File: config.mk
export PLATFORM = sky130hd
export DESIGN_NAME = uart_line_ring_buffer
export DESIGN_NICKNAME = d
export VERILOG_FILES = /design/src/hw/rtl/ulrb_pkg.sv /design/src/hw/rtl/uart_line_ring_buffer.sv /design/src/hw/rtl/ulrb_ctrl.sv /design/src/hw/rtl/ulrb_dpath.sv
export SDC_FILE = /design/constraint.sdc
export NUM_CORES = 1
export LEC_CHECK = 0
export BUFFER_PORTS_ARGS = -buffer_cell sky130_fd_sc_hd__buf_2
export CELL_PAD_IN_SITES_DETAIL_PLACEMENT = 0
export CELL_PAD_IN_SITES_GLOBAL_PLACEMENT = 2
export CORE_MARGIN = 10
export CORE_UTILIZATION = 52
export CTS_BUF_LIST = sky130_fd_sc_hd__clkbuf_16
export DETAILED_ROUTE_END_ITERATION = 6
export PLACE_DENSITY = 0.81
export SYNTH_ARGS = -nofsm -noshare
export SYNTH_HDL_FRONTEND = slang
export SYNTH_HIERARCHICAL = 1
export SYNTH_SLANG_ARGS = --single-unit
File: constraint.sdc
create_clock -name clock -period 4.8 [get_ports clock]
set_input_delay 0.96 -clock clock [delete_from_list [all_inputs] [get_ports clock]]
set_output_delay 0.96 -clock clock [all_outputs]
set_load 0.02 [all_outputs]
File: src/hw/rtl/ulrb_pkg.sv
// Shared types and constants for the line-buffered receive ring buffer.
`default_nettype none
package ulrb_pkg;

   localparam logic [7:0] CHAR_CR = 8'h0D;
   localparam logic [7:0] CHAR_LF = 8'h0A;
   localparam int COUNT_W = 7;
   localparam logic [COUNT_W-1:0] COUNT_MAX = 7'd127;

   typedef enum logic [1:0] {
      ST_IDLE,
      ST_READ,
      ST_LOAD
   } state_type;

   typedef struct packed {
      logic store_en;
      logic fetch_start;
      logic read_en;
      logic load_none;
      logic load_byte;
   } cmd_type;

   typedef struct packed {
      logic count_zero;
      logic out_free;
      logic last_byte;
   } status_type;

endpackage
`default_nettype wire

File: src/hw/rtl/uart_line_ring_buffer.sv
// Top level of the line-buffered receive ring buffer.
`default_nettype none
// A store beat (req_mode 0) writes one received character into a DEPTH-entry
// ring; the buffer has no overflow guard, so unread data is overwritten and
// the waiting-line count saturates at 127. A fetch beat (req_mode 1) returns
// the oldest complete line, one rsp beat per character, with the last one
// marked, or a single no_line beat when nothing is waiting. A fetch is
// accepted in the idle state; each character then passes through the
// registered read of the line memory and the result register. Backpressure
// on rsp can stall the readout. Carriage return always ends a line; line feed
// ends one while the csr bit is set (reset value 1). Configure only while the
// block is idle.
module uart_line_ring_buffer #(
   parameter int DEPTH = 64
) (
   input  wire logic       clock,
   input  wire logic       reset,
   input  wire logic       req_valid,
   output logic            req_ready,
   input  wire logic       req_mode,
   input  wire logic [7:0] req_rx_byte,
   output logic            rsp_valid,
   input  wire logic       rsp_ready,
   output logic [7:0]      rsp_out_byte,
   output logic            rsp_last_of_line,
   output logic            rsp_no_line,
   output logic [6:0]      rsp_lines_left,
   input  wire logic       csr_valid,
   output logic            csr_ready,
   input  wire logic       csr_newline_terminates
);

   ulrb_pkg::cmd_type    cmd;
   ulrb_pkg::status_type status;
   ulrb_pkg::state_type  state;

   ulrb_ctrl u_ctrl (
      .clock     (clock),
      .reset     (reset),
      .req_valid (req_valid),
      .req_mode  (req_mode),
      .req_ready (req_ready),
      .status    (status),
      .cmd       (cmd),
      .state     (state)
   );

   ulrb_dpath #(
      .DEPTH (DEPTH)
   ) u_dpath (
      .clock                  (clock),
      .reset                  (reset),
      .cmd                    (cmd),
      .status                 (status),
      .rx_byte                (req_rx_byte),
      .csr_valid              (csr_valid),
      .csr_ready              (csr_ready),
      .csr_newline_terminates (csr_newline_terminates),
      .rsp_valid              (rsp_valid),
      .rsp_ready              (rsp_ready),
      .rsp_out_byte           (rsp_out_byte),
      .rsp_last_of_line       (rsp_last_of_line),
      .rsp_no_line            (rsp_no_line),
      .rsp_lines_left         (rsp_lines_left)
   );

   // A no_line beat always closes its run and reports an empty count.
   a_no_line_shape : assert property (@(posedge clock) disable iff (reset)
      rsp_valid && rsp_no_line |-> rsp_last_of_line && (rsp_lines_left == 7'd0))
      else $error("no_line beat with wrong shape");

   // An accepted fetch beat starts a readout on the next cycle.
   a_fetch_starts : assert property (@(posedge clock) disable iff (reset)
      req_valid && req_ready && req_mode |=> state == ulrb_pkg::ST_READ)
      else $error("fetch did not start a readout");

   // The result register is never overwritten while it still holds an untaken beat.
   a_no_overwrite : assert property (@(posedge clock) disable iff (reset)
      (cmd.load_byte || cmd.load_none) |-> (!rsp_valid || rsp_ready))
      else $error("result register overwritten");

endmodule
`default_nettype wire

File: src/hw/rtl/ulrb_ctrl.sv
// Controller state machine sequencing stores and line readouts.
`default_nettype none
module ulrb_ctrl (
   input  wire logic                 clock,
   input  wire logic                 reset,
   input  wire logic                 req_valid,
   input  wire logic                 req_mode,
   output logic                      req_ready,
   input  wire ulrb_pkg::status_type status,
   output ulrb_pkg::cmd_type         cmd,
   output ulrb_pkg::state_type       state
);

   ulrb_pkg::state_type state_ff;
   ulrb_pkg::state_type state_in;

   always_ff @(posedge clock) begin
      if (reset) begin
         state_ff <= ulrb_pkg::ST_IDLE;
      end else begin
         state_ff <= state_in;
      end
   end

   always_comb begin
      state_in = state_ff;
      case (state_ff)
         ulrb_pkg::ST_IDLE: begin
            if (req_valid && req_mode) begin
               state_in = ulrb_pkg::ST_READ;
            end
         end
         ulrb_pkg::ST_READ: begin
            if (status.count_zero) begin
               if (status.out_free) begin
                  state_in = ulrb_pkg::ST_IDLE;
               end
            end else begin
               state_in = ulrb_pkg::ST_LOAD;
            end
         end
         ulrb_pkg::ST_LOAD: begin
            if (status.out_free) begin
               state_in = status.last_byte ? ulrb_pkg::ST_IDLE : ulrb_pkg::ST_READ;
            end
         end
         default: state_in = ulrb_pkg::ST_IDLE;
      endcase
   end

   always_comb begin
      req_ready       = 1'b0;
      cmd             = '0;
      case (state_ff)
         ulrb_pkg::ST_IDLE: begin
            req_ready       = !reset;
            cmd.store_en    = req_valid && req_ready && !req_mode;
            cmd.fetch_start = req_valid && req_ready && req_mode;
         end
         ulrb_pkg::ST_READ: begin
            cmd.load_none = status.count_zero && status.out_free;
            cmd.read_en   = !status.count_zero;
         end
         ulrb_pkg::ST_LOAD: begin
            cmd.load_byte = status.out_free;
         end
         default: begin
            req_ready = 1'b0;
         end
      endcase
   end

   assign state = state_ff;

endmodule
`default_nettype wire

File: src/hw/rtl/ulrb_dpath.sv
// Datapath: line memory, pointers, line count, configuration and result register.
`default_nettype none
module ulrb_dpath #(
   parameter int DEPTH = 64
) (
   input  wire logic                 clock,
   input  wire logic                 reset,
   input  wire ulrb_pkg::cmd_type    cmd,
   output ulrb_pkg::status_type      status,
   input  wire logic [7:0]           rx_byte,
   input  wire logic                 csr_valid,
   output logic                      csr_ready,
   input  wire logic                 csr_newline_terminates,
   output logic                      rsp_valid,
   input  wire logic                 rsp_ready,
   output logic [7:0]                rsp_out_byte,
   output logic                      rsp_last_of_line,
   output logic                      rsp_no_line,
   output logic [ulrb_pkg::COUNT_W-1:0] rsp_lines_left
);

   localparam int PTR_W = $clog2(DEPTH);
   localparam int CNT_W = $clog2(DEPTH) + 1;
   localparam logic [PTR_W-1:0] PTR_LAST = PTR_W'(DEPTH - 1);
   localparam logic [CNT_W-1:0] CNT_FULL = CNT_W'(DEPTH);

   logic [7:0] mem [DEPTH];
   logic [7:0] rd_data_ff;

   logic [PTR_W-1:0] wr_ptr_ff, wr_ptr_in;
   logic [PTR_W-1:0] rd_ptr_ff, rd_ptr_in;
   logic [ulrb_pkg::COUNT_W-1:0] count_ff, count_in;
   logic [CNT_W-1:0] byte_cnt_ff, byte_cnt_in;
   logic newline_ff, newline_in;

   logic rsp_valid_ff, rsp_valid_in;
   logic [7:0] out_byte_ff, out_byte_in;
   logic last_ff, last_in;
   logic no_line_ff, no_line_in;
   logic [ulrb_pkg::COUNT_W-1:0] left_ff, left_in;

   logic rx_term;
   logic rd_term;
   logic out_free;

   assign rx_term = (rx_byte == ulrb_pkg::CHAR_CR) ||
                    (newline_ff && (rx_byte == ulrb_pkg::CHAR_LF));
   assign rd_term = (rd_data_ff == ulrb_pkg::CHAR_CR) ||
                    (newline_ff && (rd_data_ff == ulrb_pkg::CHAR_LF));
   assign out_free = !rsp_valid_ff || rsp_ready;

   assign status.count_zero = (count_ff == '0);
   assign status.out_free   = out_free;
   assign status.last_byte  = rd_term || (byte_cnt_ff == CNT_FULL);

   always_ff @(posedge clock) begin
      if (cmd.store_en) begin
         mem[wr_ptr_ff] <= rx_byte;
      end
      if (cmd.read_en) begin
         rd_data_ff <= mem[rd_ptr_ff];
      end
   end

   always_comb begin
      wr_ptr_in   = wr_ptr_ff;
      rd_ptr_in   = rd_ptr_ff;
      count_in    = count_ff;
      byte_cnt_in = byte_cnt_ff;
      newline_in  = newline_ff;
      if (csr_valid) begin
         newline_in = csr_newline_terminates;
      end
      if (cmd.store_en) begin
         wr_ptr_in = (wr_ptr_ff == PTR_LAST) ? '0 : wr_ptr_ff + 1'b1;
         if (rx_term && (count_ff != ulrb_pkg::COUNT_MAX)) begin
            count_in = count_ff + 1'b1;
         end
      end
      if (cmd.fetch_start) begin
         byte_cnt_in = '0;
      end
      if (cmd.read_en) begin
         rd_ptr_in   = (rd_ptr_ff == PTR_LAST) ? '0 : rd_ptr_ff + 1'b1;
         byte_cnt_in = byte_cnt_ff + 1'b1;
      end
      if (cmd.load_byte && status.last_byte) begin
         count_in = count_ff - 1'b1;
      end
   end

   // The result register is reloaded only when empty or being drained in the same cycle.
   always_comb begin
      rsp_valid_in = rsp_valid_ff && !rsp_ready;
      out_byte_in  = out_byte_ff;
      last_in      = last_ff;
      no_line_in   = no_line_ff;
      left_in      = left_ff;
      if (cmd.load_none) begin
         rsp_valid_in = 1'b1;
         out_byte_in  = '0;
         last_in      = 1'b1;
         no_line_in   = 1'b1;
         left_in      = '0;
      end else if (cmd.load_byte) begin
         rsp_valid_in = 1'b1;
         out_byte_in  = rd_data_ff;
         last_in      = status.last_byte;
         no_line_in   = 1'b0;
         left_in      = count_ff - 1'b1;
      end
   end

   always_ff @(posedge clock) begin
      if (reset) begin
         wr_ptr_ff    <= '0;
         rd_ptr_ff    <= '0;
         count_ff     <= '0;
         byte_cnt_ff  <= '0;
         newline_ff   <= 1'b1;
         rsp_valid_ff <= 1'b0;
      end else begin
         wr_ptr_ff    <= wr_ptr_in;
         rd_ptr_ff    <= rd_ptr_in;
         count_ff     <= count_in;
         byte_cnt_ff  <= byte_cnt_in;
         newline_ff   <= newline_in;
         rsp_valid_ff <= rsp_valid_in;
      end
   end

   always_ff @(posedge clock) begin
      out_byte_ff <= out_byte_in;
      last_ff     <= last_in;
      no_line_ff  <= no_line_in;
      left_ff     <= left_in;
   end

   assign csr_ready        = !reset;
   assign rsp_valid        = rsp_valid_ff;
   assign rsp_out_byte     = out_byte_ff;
   assign rsp_last_of_line = last_ff;
   assign rsp_no_line      = no_line_ff;
   assign rsp_lines_left   = left_ff;

endmodule
`default_nettype wire
Word level (Yosys, flattened, before mapping)
Memories as Yosys holds them, arrays and structs flattened. A register that Yosys moved wholly into a read port is not among the register bits.
Index checks and enable logic that the tools add are counted.
Widths: inputs -> output; s select.
{"block": "word_totals", "out_inout_bits": 20, "in_bits": 15, "ram_bits": 512, "reg_bits": 47, "wordCells": 77, "latch_bits": 0, "mem_count": 1, "mem_bits_ro": 0}
{"block": "classes", "reduce_logical": 26, "n_div": 0, "mux": 21, "n_lt_le_gt_ge": 0, "n_eq_ne": 13, "shifts": 0, "add_sub_neg": 5, "n_bitwise": 0, "mul": 0}
{"memory": "u_dpath.mem", "words": 64, "width": 8, "rd": 1, "rd_clocked_by_memory_dff": 1, "wr": 1, "line_no": "ulrb_dpath.sv:27", "text": "logic [7:0] mem [DEPTH];"}
{"cell": "$mux 7", "n": 5}
{"cell": "$eq 8x4->1 const B", "n": 4}
{"cell": "$add 7x1->7 const B", "n": 2}
{"cell": "$add 6x1->6 const B", "n": 2}
{"cell": "$eq 6x6->1 const B", "n": 2}
{"cell": "$mux 2", "n": 6}
{"cell": "$mux 6", "n": 2}
{"cell": "$logic_and 1x1->1", "n": 10}
{"cell": "$eq 7x7->1 const B", "n": 1}
{"cell": "$logic_not 7->1", "n": 1}
{"cell": "$mux 1", "n": 7}
{"cell": "$ne 7x7->1 const B", "n": 1}
{"cell": "$sub 7x1->7 const B", "n": 1}
{"cell": "$pmux 2 s3", "n": 1}
{"cell": "$reduce_bool 2->1", "n": 3}
{"cell": "$logic_not 1->1", "n": 5}
{"cell": "$logic_or 1x1->1", "n": 4}
{"cell": "$ne 2x1->1 const B", "n": 2}
{"cell": "$ne 3x2->1 const B", "n": 1}
{"cell": "$reduce_and 3->1", "n": 1}
{"cell": "$eq 2x1->1 const B", "n": 1}
{"cell": "$eq 2x2->1 const B", "n": 1}
{"cell": "$logic_not 2->1", "n": 1}
{"cell": "$reduce_and 2->1", "n": 1}

Depth between registers and ports, before layout
Gate-level depths: netlist (run 1).
{"block": "logic_depth", "depth_word": 7, "depth_mapped": 10, "depth_no_buf": 9}

Cells and area by module
The synthesis (run 1) kept the hierarchy.
{"mod": "ulrb_dpath", "seq_area_each_um2": 16515.8, "area_each_um2": 22343.9, "cells_per_inst": 1211, "instances": 1}
{"mod": "ulrb_ctrl", "seq_area_each_um2": 40.0, "area_each_um2": 150.1, "cells_per_inst": 19, "instances": 1}

Worst setup path after synthesis (run 1)
No wires, ideal clock.
{"block": "synth_timing", "kind": "in2reg", "startpoint": "input reset", "endpoint": "memory u_dpath.mem[48][0], enable pin", "path_stages": 5, "n_path_buf": 0, "required_ns": 4.402, "setup_time_ns": 0.398, "path_slack_ns": 1.593, "t_arrival_ns": 2.809, "cell_sequence": "nor3_2 nand2_1 nor2_1 and4b_1 nor4b_1"}
{"element": "start, declared", "line_no": "uart_line_ring_buffer.sv:17", "text": "input wire logic reset,"}
{"element": "end, declared", "line_no": "ulrb_dpath.sv:27"}

==> flow_summary.json, run 1 <==
{
  "wire_per_inst_um": 27.1,
  "cp_cell_sequence": "nor3_2, nand2_1, nor2_1, buf_4, nand4_1, nor2_1",
  "postSynthRegisterBits": 567,
  "clkSlewWorstSetupHoldPaths_ps": 60,
  "worst-path-max-fanout": 13,
  "timing.final.max_slew_violations": 0,
  "avgSynthCellArea_um2": 18.3,
  "power_frac_clock_pct": 44.0,
  "antenna_cells": 0,
  "row_count": 76,
  "grt_antenna_before_repair": 0,
  "clock_tree.htree_level_count": 2,
  "worst-slew-pin-transition_ps": 1040,
  "route.vias.total": 11590,
  "cts.root.buffer_cell": "sky130_fd_sc_hd__clkbuf_16",
  "insertion_delay_ps": 610,
  "intPower_w": 0.00795,
  "die_footprint_mm2": 0.0520,
  "worstSetupStartpointType": "register",
  "slowest_stage": "sky130_fd_sc_hd__nor2_1",
  "finish.net_count": 1304,
  "drtAntennaViolNets": 0,
  "synth_ff_type": "sky130_fd_sc_hd__edfxtp_1",
  "comb_power_share_pct": 1.4,
  "grt_pass1_wl_mm": 77.2,
  "skew_ps": 14.6,
  "drt_pass1_iterations": 5,
  "power.static_leakage_nw": 7.75,
  "max_clock_freq_mhz": 287,
  "critPathKind": "reg2reg",
  "post_layout_nonfiller_instances": 1915,
  "post_cts.resized_instances": 0,
  "fp.dieH_um": 228,
  "switching_share_pct": 19.6,
  "placed_cell_area_mm2": 0.0233,
  "cts_tree": "done",
  "route.detailed.vias_per_inst": 6.05,
  "place_inst": 1809,
  "final_design_area_no_fill_mm2": 0.0252,
  "fp.dieW_um": 228,
  "finalSetupTns_ps": 0,
  "ys.warnings.count": 6,
  "fill_cells": 3170,
  "drv.max_cap_violation_count": 0,
  "grt_util_all_layers_pct": 19.9,
  "hold_buffers": 0,
  "finalWirelength_mm": 51.9,
  "grt-ovfl-total": 0,
  "max-clock-path-buffers": 3,
  "fin_crit_sh_pct": 72.7,
  "worst_slew_margin_rel_pct": 30.5,
  "synth-edff-count": 520,
  "distinct_cells_synth": 63,
  "cts_setup_buffers": 0,
  "clock_sinks": 567,
  "io-pin-count": 35,
  "power.ir.vdd_worst_mv": 0.355,
  "finalSetupViolCount": 0,
  "share_seq_of_total_power_pct": 54.6,
  "timing.critical_path.required_ps": 5040,
  "timing.critical_path.mode_cell": "sky130_fd_sc_hd__nor2_1",
  "postSynthNetCount": 1251,
  "arrival_ps": 3730,
  "ys_seq_area_share_pct": 73.6,
  "final.min_clock_period_ps": 3490,
  "total_clock_buffers_created_by_cts": 57,
  "run_status": "finished clean",
  "port_buffers": 34,
  "power_density_mw_per_mm2": 393,
  "min-delay-path-class": "reg2reg",
  "endpoint_kind": "register",
  "synth-async-reset-ratio_pct": 0,
  "area_growth_pct": 11.8,
  "cp_slowest_stage_delay_ps": 950,
  "timing_hold_violations_final": 0,
  "mappedNetlistArea_mm2": 0.0225,
  "final_layout_size_suffix_gt1_share_pct": 21.6,
  "power.switching_w": 0.00193,
  "effective_utilization_at_floorplan_pct": 52.5,
  "dp_hpwl_mm": 32.3,
  "final_common_cell": "sky130_fd_sc_hd__edfxtp_1",
  "rsz0062_at_grt": "no",
  "syn_inst": 1230,
  "place_congestion": 0.861,
  "coreArea_mm2": 0.0429,
  "layout_common_cells": "sky130_fd_sc_hd__edfxtp_1 (520), sky130_fd_sc_hd__nor2_1 (109), sky130_fd_sc_hd__mux4_2 (108)",
  "drcViolationCount": 0,
  "via_count_of_the_first_global_routing_pass": 11565,
  "drt-initial-drc-count": 1189,
  "grt_max_degree": 65
}
==> layout make-up <==
| type | instances | area [µm²] | area share (%) |
|---|---|---|---|
| Clock buffer | 59 | 1480 | 5.87 |
| Clock inverter | 47 | 375 | 1.49 |
| Timing Repair Buffer | 66 | 423 | 1.68 |
| Multi-Input combinational cell | 583 | 5550 | 22.1 |
| Sequential cell | 567 | 16600 | 65.9 |
| Tap cell | 585 | 732 | 2.91 |
| Inverter | 8 | 30.0 | 0.119 |
==> per-layer routing <==
layer  vias to the layer above  GRT usage, %  routed length (µm)
li1                       5074             -                   -
met2                       428          31.6               25100
met1                      6007          27.0               21800
met5                         -             0                   0
met3                        81          4.47                3750
met4                         0          6.42                1320
==> synth_stat cells (3+ instances only) <==
library cell	number	area (µm²)
sky130_fd_sc_hd__o21a_1	4	30.0
sky130_fd_sc_hd__inv_1	8	30.0
sky130_fd_sc_hd__nand2_1	43	161
sky130_fd_sc_hd__a31o_1	4	35.0
sky130_fd_sc_hd__o32ai_1	4	35.0
sky130_fd_sc_hd__edfxtp_1	520	15600
sky130_fd_sc_hd__dfxtp_1	47	941
sky130_fd_sc_hd__a31oi_1	3	18.8
sky130_fd_sc_hd__nand3_1	11	55.1
sky130_fd_sc_hd__a22oi_1	8	60.1
sky130_fd_sc_hd__nand3b_1	8	60.1
sky130_fd_sc_hd__o22ai_1	20	125
sky130_fd_sc_hd__a211oi_1	31	233
sky130_fd_sc_hd__buf_4	15	113
sky130_fd_sc_hd__or3_1	8	50.1
sky130_fd_sc_hd__o221ai_1	8	70.1
sky130_fd_sc_hd__nor3_1	15	75.1
sky130_fd_sc_hd__o21ai_0	4	20.0
sky130_fd_sc_hd__xor2_1	9	78.8
sky130_fd_sc_hd__a221oi_1	4	35.0
sky130_fd_sc_hd__nor3b_1	4	30.0
sky130_fd_sc_hd__nor4_1	6	37.5
sky130_fd_sc_hd__mux2_1	3	33.8
sky130_fd_sc_hd__clkbuf_1	31	116
sky130_fd_sc_hd__a311oi_1	3	26.3
sky130_fd_sc_hd__buf_1	3	11.3
sky130_fd_sc_hd__mux4_2	108	2430
sky130_fd_sc_hd__buf_2	22	110
sky130_fd_sc_hd__a22o_1	8	70.1
sky130_fd_sc_hd__and3_1	5	31.3
sky130_fd_sc_hd__xnor2_1	7	61.3
sky130_fd_sc_hd__a21oi_1	15	75.1
sky130_fd_sc_hd__nor2b_1	14	87.6
sky130_fd_sc_hd__ha_1	6	75.1
sky130_fd_sc_hd__nand2b_1	9	56.3
sky130_fd_sc_hd__o21ai_1	4	20.0
sky130_fd_sc_hd__mux2_2	16	180
sky130_fd_sc_hd__nor2_1	109	409
sky130_fd_sc_hd__mux2i_1	48	480
sky130_fd_sc_hd__nand4_1	5	31.3
==> cells by family (layout without fill, tap and decap cells) <==
kind of cell	Yosys count	in the layout	share of synthesized area, %
buffers and inverters	80	180	1.74
flip-flops	567	567	73.6
multiplexers	175	175	13.9
XOR/XNOR	16	16	0.623
AND/OR/NAND/NOR	256	256	5.60
AO/OA/AOI/OAI	130	130	4.21
adder cells (fa/ha/maj)	6	6	0.334
==> through the flow <==
stage	hold slack [ps]	total power, W	setup WS (ps)	utilization [%]
after floorplan	456	0.00553	1590	-
after detailed placement	451	0.00564	661	54.3
after global placement	444	0.00564	758	54.3
final	470	0.00988	1310	58.6
after CTS	470	0.00997	1260	58.6
after global routing	492	0.0102	1200	58.6
==> power groups by stage <==
stage / Sequential (W) / Combinational [W] / Clock (W)
detailed placement: 0.00550 / 0.000144 / 0
finish: 0.00540 / 0.000139 / 0.00435
global route: 0.00539 / 0.000151 / 0.00463
global placement: 0.00550 / 0.000141 / 0
CTS: 0.00540 / 0.000142 / 0.00443
floorplan: 0.00550 / 0.0000307 / 0
==> flip-flops by register name, indices dropped and copies added (netlist names) <==
signal / cells
u_dpath/rsp_valid: 1
u_dpath/byte_cnt_ff: 7
u_dpath/count_ff: 7
u_dpath/mem: 512
u_dpath/rsp_no_line: 1
u_dpath/rsp_lines_left: 7
u_dpath/rd_ptr_ff: 6
u_dpath/newline_ff: 1
u_dpath/rsp_out_byte: 8
u_ctrl/state: 2
u_dpath/wr_ptr_ff: 6
u_dpath/rd_data_ff: 8
u_dpath/rsp_last_of_line: 1
==> final timing paths <==
check	to	cells after the start	from	slack, ps
hold / removal	u_dpath/rsp_no_line$_SDFFE_PP1P_	1	u_dpath/rsp_no_line$_SDFFE_PP1P_	470
hold reg to reg	u_dpath/rsp_no_line$_SDFFE_PP1P_	1	u_dpath/rsp_no_line$_SDFFE_PP1P_	470
setup / recovery	u_dpath/mem[47][0]$_DFFE_PP_	6	u_ctrl/state[1]$_SDFFE_PP0P_	1310
setup reg to reg	u_dpath/mem[47][0]$_DFFE_PP_	6	u_ctrl/state[1]$_SDFFE_PP0P_	1310
==> worst max-delay path: cells and delay by family (launching register included) <==
kind | cells | cell delay [ps]
and+or+nand+nor | 5 | 2430
DFF | 1 | 380
buffers and inverters | 1 | 300
(Power assumes the default switching activity.)
==> run 2: changes to the inputs <==
--- a/config.mk
+++ b/config.mk
@@ -5,14 +5,15 @@
 export SDC_FILE = /design/constraint.sdc
 export NUM_CORES = 1
 export LEC_CHECK = 0
+export ABC_AREA = 1
 export BUFFER_PORTS_ARGS = -buffer_cell sky130_fd_sc_hd__buf_2
 export CELL_PAD_IN_SITES_DETAIL_PLACEMENT = 0
 export CELL_PAD_IN_SITES_GLOBAL_PLACEMENT = 2
 export CORE_MARGIN = 10
-export CORE_UTILIZATION = 52
+export CORE_UTILIZATION = 37
 export CTS_BUF_LIST = sky130_fd_sc_hd__clkbuf_16
 export DETAILED_ROUTE_END_ITERATION = 6
-export PLACE_DENSITY = 0.81
+export PLACE_DENSITY = 0.72
 export SYNTH_ARGS = -nofsm -noshare
 export SYNTH_HDL_FRONTEND = slang
 export SYNTH_HIERARCHICAL = 1
==> constraint.sdc (replaced) <==
create_clock -name clock -period 2.91 [get_ports clock]
set_input_delay 0.582 -clock clock [delete_from_list [all_inputs] [get_ports clock]]
set_output_delay 0.582 -clock clock [all_outputs]
set_load 0.02 [all_outputs]
==> run 2 against run 1 <==
  * Cell count increased by 80%
  * Sequential share of layout area shrank 7.4 points
  * Critical path type unchanged
  * Largest cell class unchanged
  * First-iteration DRC count up 9.7%
  * Flip-flop and latch count is the same
  * Sequential power up 65%
  * Setup slack worse by 900 ps
  * Core utilization down 15 points
  * Hold slack worse by 290 ps
  * Critical path depth rose by 2
  * Combinational power is 130% higher
  * Non-clock buffer count increased by 75
  * Via count increased by 45%
==> flow_summary.json, run 2 <==
{
  "skew_ps": 31.3,
  "worstSetupStartpointType": "register",
  "drt-initial-drc-count": 1304,
  "timing_hold_violations_final": 0,
  "final_layout_size_suffix_gt1_share_pct": 9.74,
  "timing.critical_path.required_ps": 3360,
  "power_density_mw_per_mm2": 618,
  "placed_cell_area_mm2": 0.0261,
  "synth_top_cells_by_area": "sky130_fd_sc_hd__edfxtp_1 (64%), sky130_fd_sc_hd__nand2_1 (11%), sky130_fd_sc_hd__nand3_1 (5.4%), sky130_fd_sc_hd__inv_1 (4.6%), sky130_fd_sc_hd__nor2_1 (4.1%)",
  "finalWirelength_mm": 70.5,
  "grt_util_all_layers_pct": 18.2,
  "area_growth_pct": 16.1,
  "worst_slew_margin_rel_pct": 29.6,
  "critPathKind": "reg2reg",
  "layout_common_cells": "sky130_fd_sc_hd__nand2_1 (737), sky130_fd_sc_hd__edfxtp_1 (520), sky130_fd_sc_hd__inv_1 (311)",
  "drv.max_cap_violation_count": 0,
  "drtAntennaViolNets": 0,
  "post_cts.resized_instances": 0,
  "largest_register_ffs": 512,
  "effective_utilization_at_floorplan_pct": 37.2,
  "finalSetupTns_ps": 0,
  "rsz0062_at_grt": "no",
  "synth_ff_type": "sky130_fd_sc_hd__edfxtp_1",
  "timing.final.max_slew_violations": 0,
  "antenna_cells": 0,
  "final_design_area_no_fill_mm2": 0.0283,
  "distinct_cells_synth": 34,
  "arrival_ps": 2950,
  "finalSetupViolCount": 0,
  "route.detailed.vias_per_inst": 4.85,
  "fill_cells": 6339,
  "cts_tree": "done",
  "drt_pass1_iterations": 5,
  "via_count_of_the_first_global_routing_pass": 16806,
  "grt_antenna_before_repair": 2,
  "cts.root.buffer_cell": "sky130_fd_sc_hd__clkbuf_16",
  "hold_buffers": 0,
  "row_count": 94,
  "fp.dieH_um": 277,
  "final_common_cell": "sky130_fd_sc_hd__nand2_1",
  "insertion_delay_ps": 600,
  "run_status": "finished clean",
  "io-pin-count": 35,
  "synth-async-reset-ratio_pct": 0,
  "max_clock_freq_mhz": 400,
  "synth_commonest_cells": "sky130_fd_sc_hd__nand2_1 (737), sky130_fd_sc_hd__edfxtp_1 (520), sky130_fd_sc_hd__inv_1 (300)",
  "worst-path-max-fanout": 17,
  "grt_max_degree": 126,
  "mappedNetlistArea_mm2": 0.0244,
  "max-clock-path-buffers": 3,
  "route.vias.total": 16753,
  "finish.net_count": 2560,
  "regToRegSetupSlack_ps": 410,
  "cts_setup_buffers": 0,
  "total_clock_buffers_created_by_cts": 66,
  "clock_sinks": 567,
  "grt_pass1_wl_mm": 106,
  "port_buffers": 34,
  "clkSlewWorstSetupHoldPaths_ps": 60,
  "endpoint_kind": "register",
  "clock_tree.htree_level_count": 3,
  "die_footprint_mm2": 0.0766,
  "grt-ovfl-total": 0,
  "coreArea_mm2": 0.0655,
  "postSynthNetCount": 2463,
  "post-synth-top-area-cell": "sky130_fd_sc_hd__edfxtp_1",
  "worst-slew-pin-transition_ps": 1050,
  "fp.dieW_um": 277,
  "power.ir.vdd_worst_mv": 0.320,
  "syn_inst": 2442,
  "synth-edff-count": 520,
  "ys.warnings.count": 6,
  "register_ranked_first_by_flip_flop_count": "u_dpath/mem",
  "synthMostInstantiatedCell": "sky130_fd_sc_hd__nand2_1",
  "final.min_clock_period_ps": 2500,
  "avgSynthCellArea_um2": 9.99,
  "drcViolationCount": 0,
  "place_congestion": 0.835,
  "post_synth_top_area_share_pct": 64.0,
  "min-delay-path-class": "in2reg",
  "power.static_leakage_nw": 11.5,
  "fin_crit_sh_pct": 86.0,
  "postSynthRegisterBits": 567,
  "ys_seq_area_share_pct": 67.9,
  "dp_hpwl_mm": 44.0,
  "wire_per_inst_um": 20.4
}
run 2: changes by cell type after synthesis, moves of 33 or more:
cell,before,now
sky130_fd_sc_hd__nor2_1,109,265
sky130_fd_sc_hd__o21ai_0,4,98
sky130_fd_sc_hd__mux2i_1,48,0
sky130_fd_sc_hd__mux4_2,108,0
sky130_fd_sc_hd__nand2_1,43,737
sky130_fd_sc_hd__nand3_1,11,262
sky130_fd_sc_hd__buf_2,22,55
sky130_fd_sc_hd__inv_1,8,300
run 2: final cells by class:
type / count / area [µm²] / share of cell area, %
multi-input cells: 1453 / 6170 / 21.8
well taps: 864 / 1080 / 3.82
clock buffers: 70 / 1750 / 6.19
flip-flops and latches: 567 / 16600 / 58.5
repair buffers: 141 / 1150 / 4.06
clock inverters: 46 / 427 / 1.51
inverters: 310 / 1170 / 4.14
run 2: metal layers:
metal | wire length [µm] | GRT usage, % | up-vias | share of wire (%)
li1 | - | - | 8163 | -
met1 | 32000 | 24.2 | 8139 | 45
met2 | 33800 | 30.3 | 358 | 48
met3 | 3010 | 2.37 | 91 | 4.3
met4 | 1680 | 5.87 | 2 | 2.4
met5 | 13 | 0 | - | 0.018
run 2: path summary, 6_finish.rpt:
path | start | cells past startpoint | end
hold / removal | csr_valid | 2 | u_dpath/newline_ff$_SDFFE_PP1P_
setup / recovery | u_dpath/rd_ptr_ff[2]$_SDFFE_PP0P_ | 8 | u_dpath/rd_data_ff[1]$_DFFE_PP_
hold reg to reg | u_dpath/rsp_out_byte[0]$_SDFFE_PP0P_ | 2 | u_dpath/rsp_out_byte[0]$_SDFFE_PP0P_
setup reg to reg | u_dpath/rd_ptr_ff[2]$_SDFFE_PP0P_ | 8 | u_dpath/rd_data_ff[1]$_DFFE_PP_
run 2: cell families (layout without fill, tap and decap cells):
logic type,after synthesis,after routing,share of synthesized area (%)
compound gates,141,141,2.98
xor+xnor,11,11,0.395
fa+ha+maj,6,6,0.308
buf+inv,422,567,6.88
flops,567,567,67.9
simple gates,1295,1295,21.6
run 2: critical path, stage by stage (launching register included):
cell	delay (ps)
sky130_fd_sc_hd__dfxtp_1	440
sky130_fd_sc_hd__nor2_2	870
sky130_fd_sc_hd__buf_4	360
sky130_fd_sc_hd__inv_1	90
sky130_fd_sc_hd__a21oi_1	160
sky130_fd_sc_hd__nor2_1	50
sky130_fd_sc_hd__nand2_1	60
sky130_fd_sc_hd__nand3_1	160
sky130_fd_sc_hd__nand2_1	130
run 2: where the power goes:
group          leakage [nW]  total [W]  internal [W]  switching, W
clock network          1.11    0.00828       0.00504       0.00324
registers              5.05    0.00890       0.00889    0.00000752
logic                  5.34   0.000313     0.0000516      0.000261
total                  11.5     0.0175        0.0140       0.00351
run 2: through the flow:
stage               setup WS [ps]  hold slack (ps)  util (%)  total power, W  std cells
detailed placement            307              448      39.9         0.00940       3335
global placement              350              437      39.9         0.00940       3335
global route                  225              183      43.2          0.0181       3451
CTS                           424              152      43.2          0.0177       3451
finish                        408              183      43.2          0.0175       3451
floorplan                     411              442         -         0.00914       2442
==> run 3: changes to the inputs <==
--- a/config.mk
+++ b/config.mk
@@ -5,12 +5,11 @@
 export SDC_FILE = /design/constraint.sdc
 export NUM_CORES = 1
 export LEC_CHECK = 0
-export ABC_AREA = 1
 export BUFFER_PORTS_ARGS = -buffer_cell sky130_fd_sc_hd__buf_2
 export CELL_PAD_IN_SITES_DETAIL_PLACEMENT = 0
 export CELL_PAD_IN_SITES_GLOBAL_PLACEMENT = 2
 export CORE_MARGIN = 10
-export CORE_UTILIZATION = 37
+export CORE_UTILIZATION = 44
 export CTS_BUF_LIST = sky130_fd_sc_hd__clkbuf_16
 export DETAILED_ROUTE_END_ITERATION = 6
 export PLACE_DENSITY = 0.72
==> run 3 against run 2 <==
  * Cell count fell by 39%
  * Power is 6.7% lower
  * Clock skew is 16 ps lower
  * Wire length shrank 23%
  * Non-clock buffer count up 29
  * Count of clock-buffer cells in the layout decreased by 12
  * Global-route usage is 0.11 points lower
  * Critical path type unchanged
  * Highest routed layer unchanged
  * First-iteration DRC count decreased by 13%
==> flow_summary.json, run 3 (synthesis results as in run 1) <==
{
  "finalWirelength_mm": 54.2,
  "antenna_cells": 0,
  "timing.critical_path.depth": 6,
  "area_growth_pct": 16.2,
  "post_cts.resized_instances": 0,
  "grt_max_degree": 65,
  "min-delay-path-class": "in2reg",
  "finalSetupViolCount": 0,
  "coreArea_mm2": 0.0504,
  "holdCritStartpoint": "csr_newline_terminates",
  "crit_buf_inv": 2,
  "rr_startpoint": "u_dpath/rd_ptr_ff[1]$_SDFFE_PP0P_",
  "cp_cell_sequence": "buf_12, buf_12, mux2_2, a221oi_1, a31o_1, o32ai_1",
  "effective_utilization_at_floorplan_pct": 44.7,
  "clkSlewWorstSetupHoldPaths_ps": 60,
  "critPathKind": "reg2reg",
  "route.vias.total": 11871,
  "post-layout-total-power_w": 0.0163,
  "cts_tree": "done",
  "timing.final.max_slew_violations": 0,
  "worst_reg2reg_path_depth": 6,
  "rsz0062_at_grt": "no",
  "fp.dieW_um": 246,
  "max_clock_freq_mhz": 375,
  "worst-slew-pin-transition_ps": 1000,
  "register_area_mm2": 0.0166,
  "clock_sinks": 567,
  "skew_ps": 15.1,
  "finalSetupTns_ps": 0,
  "register_ranked_first_by_flip_flop_count": "u_dpath/mem",
  "r2r_end": "u_dpath/rd_data_ff[4]$_DFFE_PP_",
  "layout_common_cells": "sky130_fd_sc_hd__edfxtp_1 (520), sky130_fd_sc_hd__buf_4 (127), sky130_fd_sc_hd__nor2_1 (109)",
  "place_congestion": 0.819,
  "slowest_stage": "sky130_fd_sc_hd__a221oi_1",
  "run_status": "finished clean",
  "timing.critical_path.mode_cell": "sky130_fd_sc_hd__buf_12",
  "hold_buffers": 0,
  "worst_slew_margin_rel_pct": 32.9,
  "max-clock-path-buffers": 3,
  "final_core_util_pct": 51.9,
  "insertion_delay_ps": 620,
  "regToRegSetupSlack_ps": 250,
  "crit_family": "compound AO/OA/AOI/OAI gates",
  "grt_antenna_before_repair": 5,
  "via_count_of_the_first_global_routing_pass": 11870,
  "multi_input_comb_area_mm2": 0.00555,
  "cp_slowest_stage_delay_ps": 550,
  "whs_endpoint": "u_dpath/newline_ff$_SDFFE_PP1P_",
  "drcViolationCount": 0,
  "wire_per_inst_um": 25.7,
  "final_common_cell": "sky130_fd_sc_hd__edfxtp_1",
  "whs_ps": 212,
  "post_layout_nonfiller_instances": 2110,
  "total_clock_buffers_created_by_cts": 58,
  "drv.max_cap_violation_count": 0,
  "cts.root.buffer_cell": "sky130_fd_sc_hd__clkbuf_16",
  "clock_tree.htree_level_count": 2,
  "grt-ovfl-total": 0,
  "io-pin-count": 35,
  "power.static_leakage_nw": 8.37,
  "fin_crit_sh_pct": 91.5,
  "worst-path-max-fanout": 22,
  "timing_hold_violations_final": 0,
  "drt-initial-drc-count": 1133,
  "fp.dieH_um": 246,
  "final_layout_size_suffix_gt1_share_pct": 27.2,
  "grt_util_all_layers_pct": 18.1,
  "worstSetupStartpointType": "register",
  "endpoint_kind": "register",
  "fill_cells": 4077,
  "timing.critical_path.required_ps": 3240,
  "row_count": 82,
  "arrival_ps": 2990,
  "die_footprint_mm2": 0.0606,
  "min_path_cells": 3,
  "final.min_clock_period_ps": 2660,
  "dp_hpwl_mm": 35.7,
  "power_density_mw_per_mm2": 624,
  "drtAntennaViolNets": 0,
  "finish.net_count": 1409,
  "largest_register_ffs": 512,
  "route.detailed.vias_per_inst": 5.63,
  "place_inst": 2000,
  "port_buffers": 34,
  "power.ir.vdd_worst_mv": 0.432,
  "grt_pass1_wl_mm": 80.8,
  "cts_setup_buffers": 0,
  "drt_pass1_iterations": 5
}
## run 3: changes by cell type in the layout (fill, tap and decap cells not counted), sizes merged, moves of 48 or more
cell   before  now
mux2i       0   48
nand2     737   43
mux4        0  108
nand3     262   11
o21ai     100    8
nor2      267  109
inv       316   26
## run 3: area by class of cell
class,count,share of cell area (%)
Multi-Input combinational cell,583,21.2
Sequential cell,567,63.4
Clock buffer,58,5.55
Tap cell,672,3.22
Inverter,8,0.115
Clock inverter,52,1.52
Timing Repair Buffer,170,4.99
## run 3: power by group
part | leakage (nW) | switching [W] | internal [W]
Combinational | 2.33 | 0.000191 | 0.0000437
Sequential | 5.05 | 0.00000903 | 0.00889
Clock | 0.983 | 0.00305 | 0.00414
Total | 8.37 | 0.00325 | 0.0131
## run 3: stage by stage
stage / cell area [µm²] / worst slack, ps
2_1_floorplan: 22500 / 81.2
3_3_place_gp: 24300 / 26.8
3_5_place_dp: 24300 / 36.8
4_1_cts: 26100 / 265
5_1_grt: 26100 / 123
6_report: 26100 / 247
## run 3: routing by layer
metal / global-route usage, % / wire [µm] / part of all wire [%]
met5: 0 / 13 / 0.024
met4: 4.50 / 1180 / 2.2
met3: 3.74 / 3600 / 6.6
met2: 29.0 / 26000 / 48
met1: 24.8 / 23400 / 43
## run 3: worst register-to-register path: cells and delay by family (launching register included)
family | cells | cell delay, ps
AO/OA/AOI/OAI | 3 | 1030
multiplexers | 1 | 360
buffers and inverters | 2 | 500
flip-flops | 1 | 490
## run 3: worst max-delay path by stage
stage,start,to,slack (ps)
floorplan,reset,u_dpath/mem[48][0]$_DFFE_PP_,80
global placement,req_rx_byte[4],u_dpath/count_ff[4]$_SDFFE_PP0P_,30
detailed placement,req_rx_byte[4],u_dpath/count_ff[4]$_SDFFE_PP0P_,40
CTS,u_dpath/rd_ptr_ff[0]$_SDFFE_PP0P_,u_dpath/rd_data_ff[0]$_DFFE_PP_,260
global route,u_dpath/rd_ptr_ff[0]$_SDFFE_PP0P_,u_dpath/rd_data_ff[0]$_DFFE_PP_,120
finish,u_dpath/rd_ptr_ff[1]$_SDFFE_PP0P_,u_dpath/rd_data_ff[4]$_DFFE_PP_,250
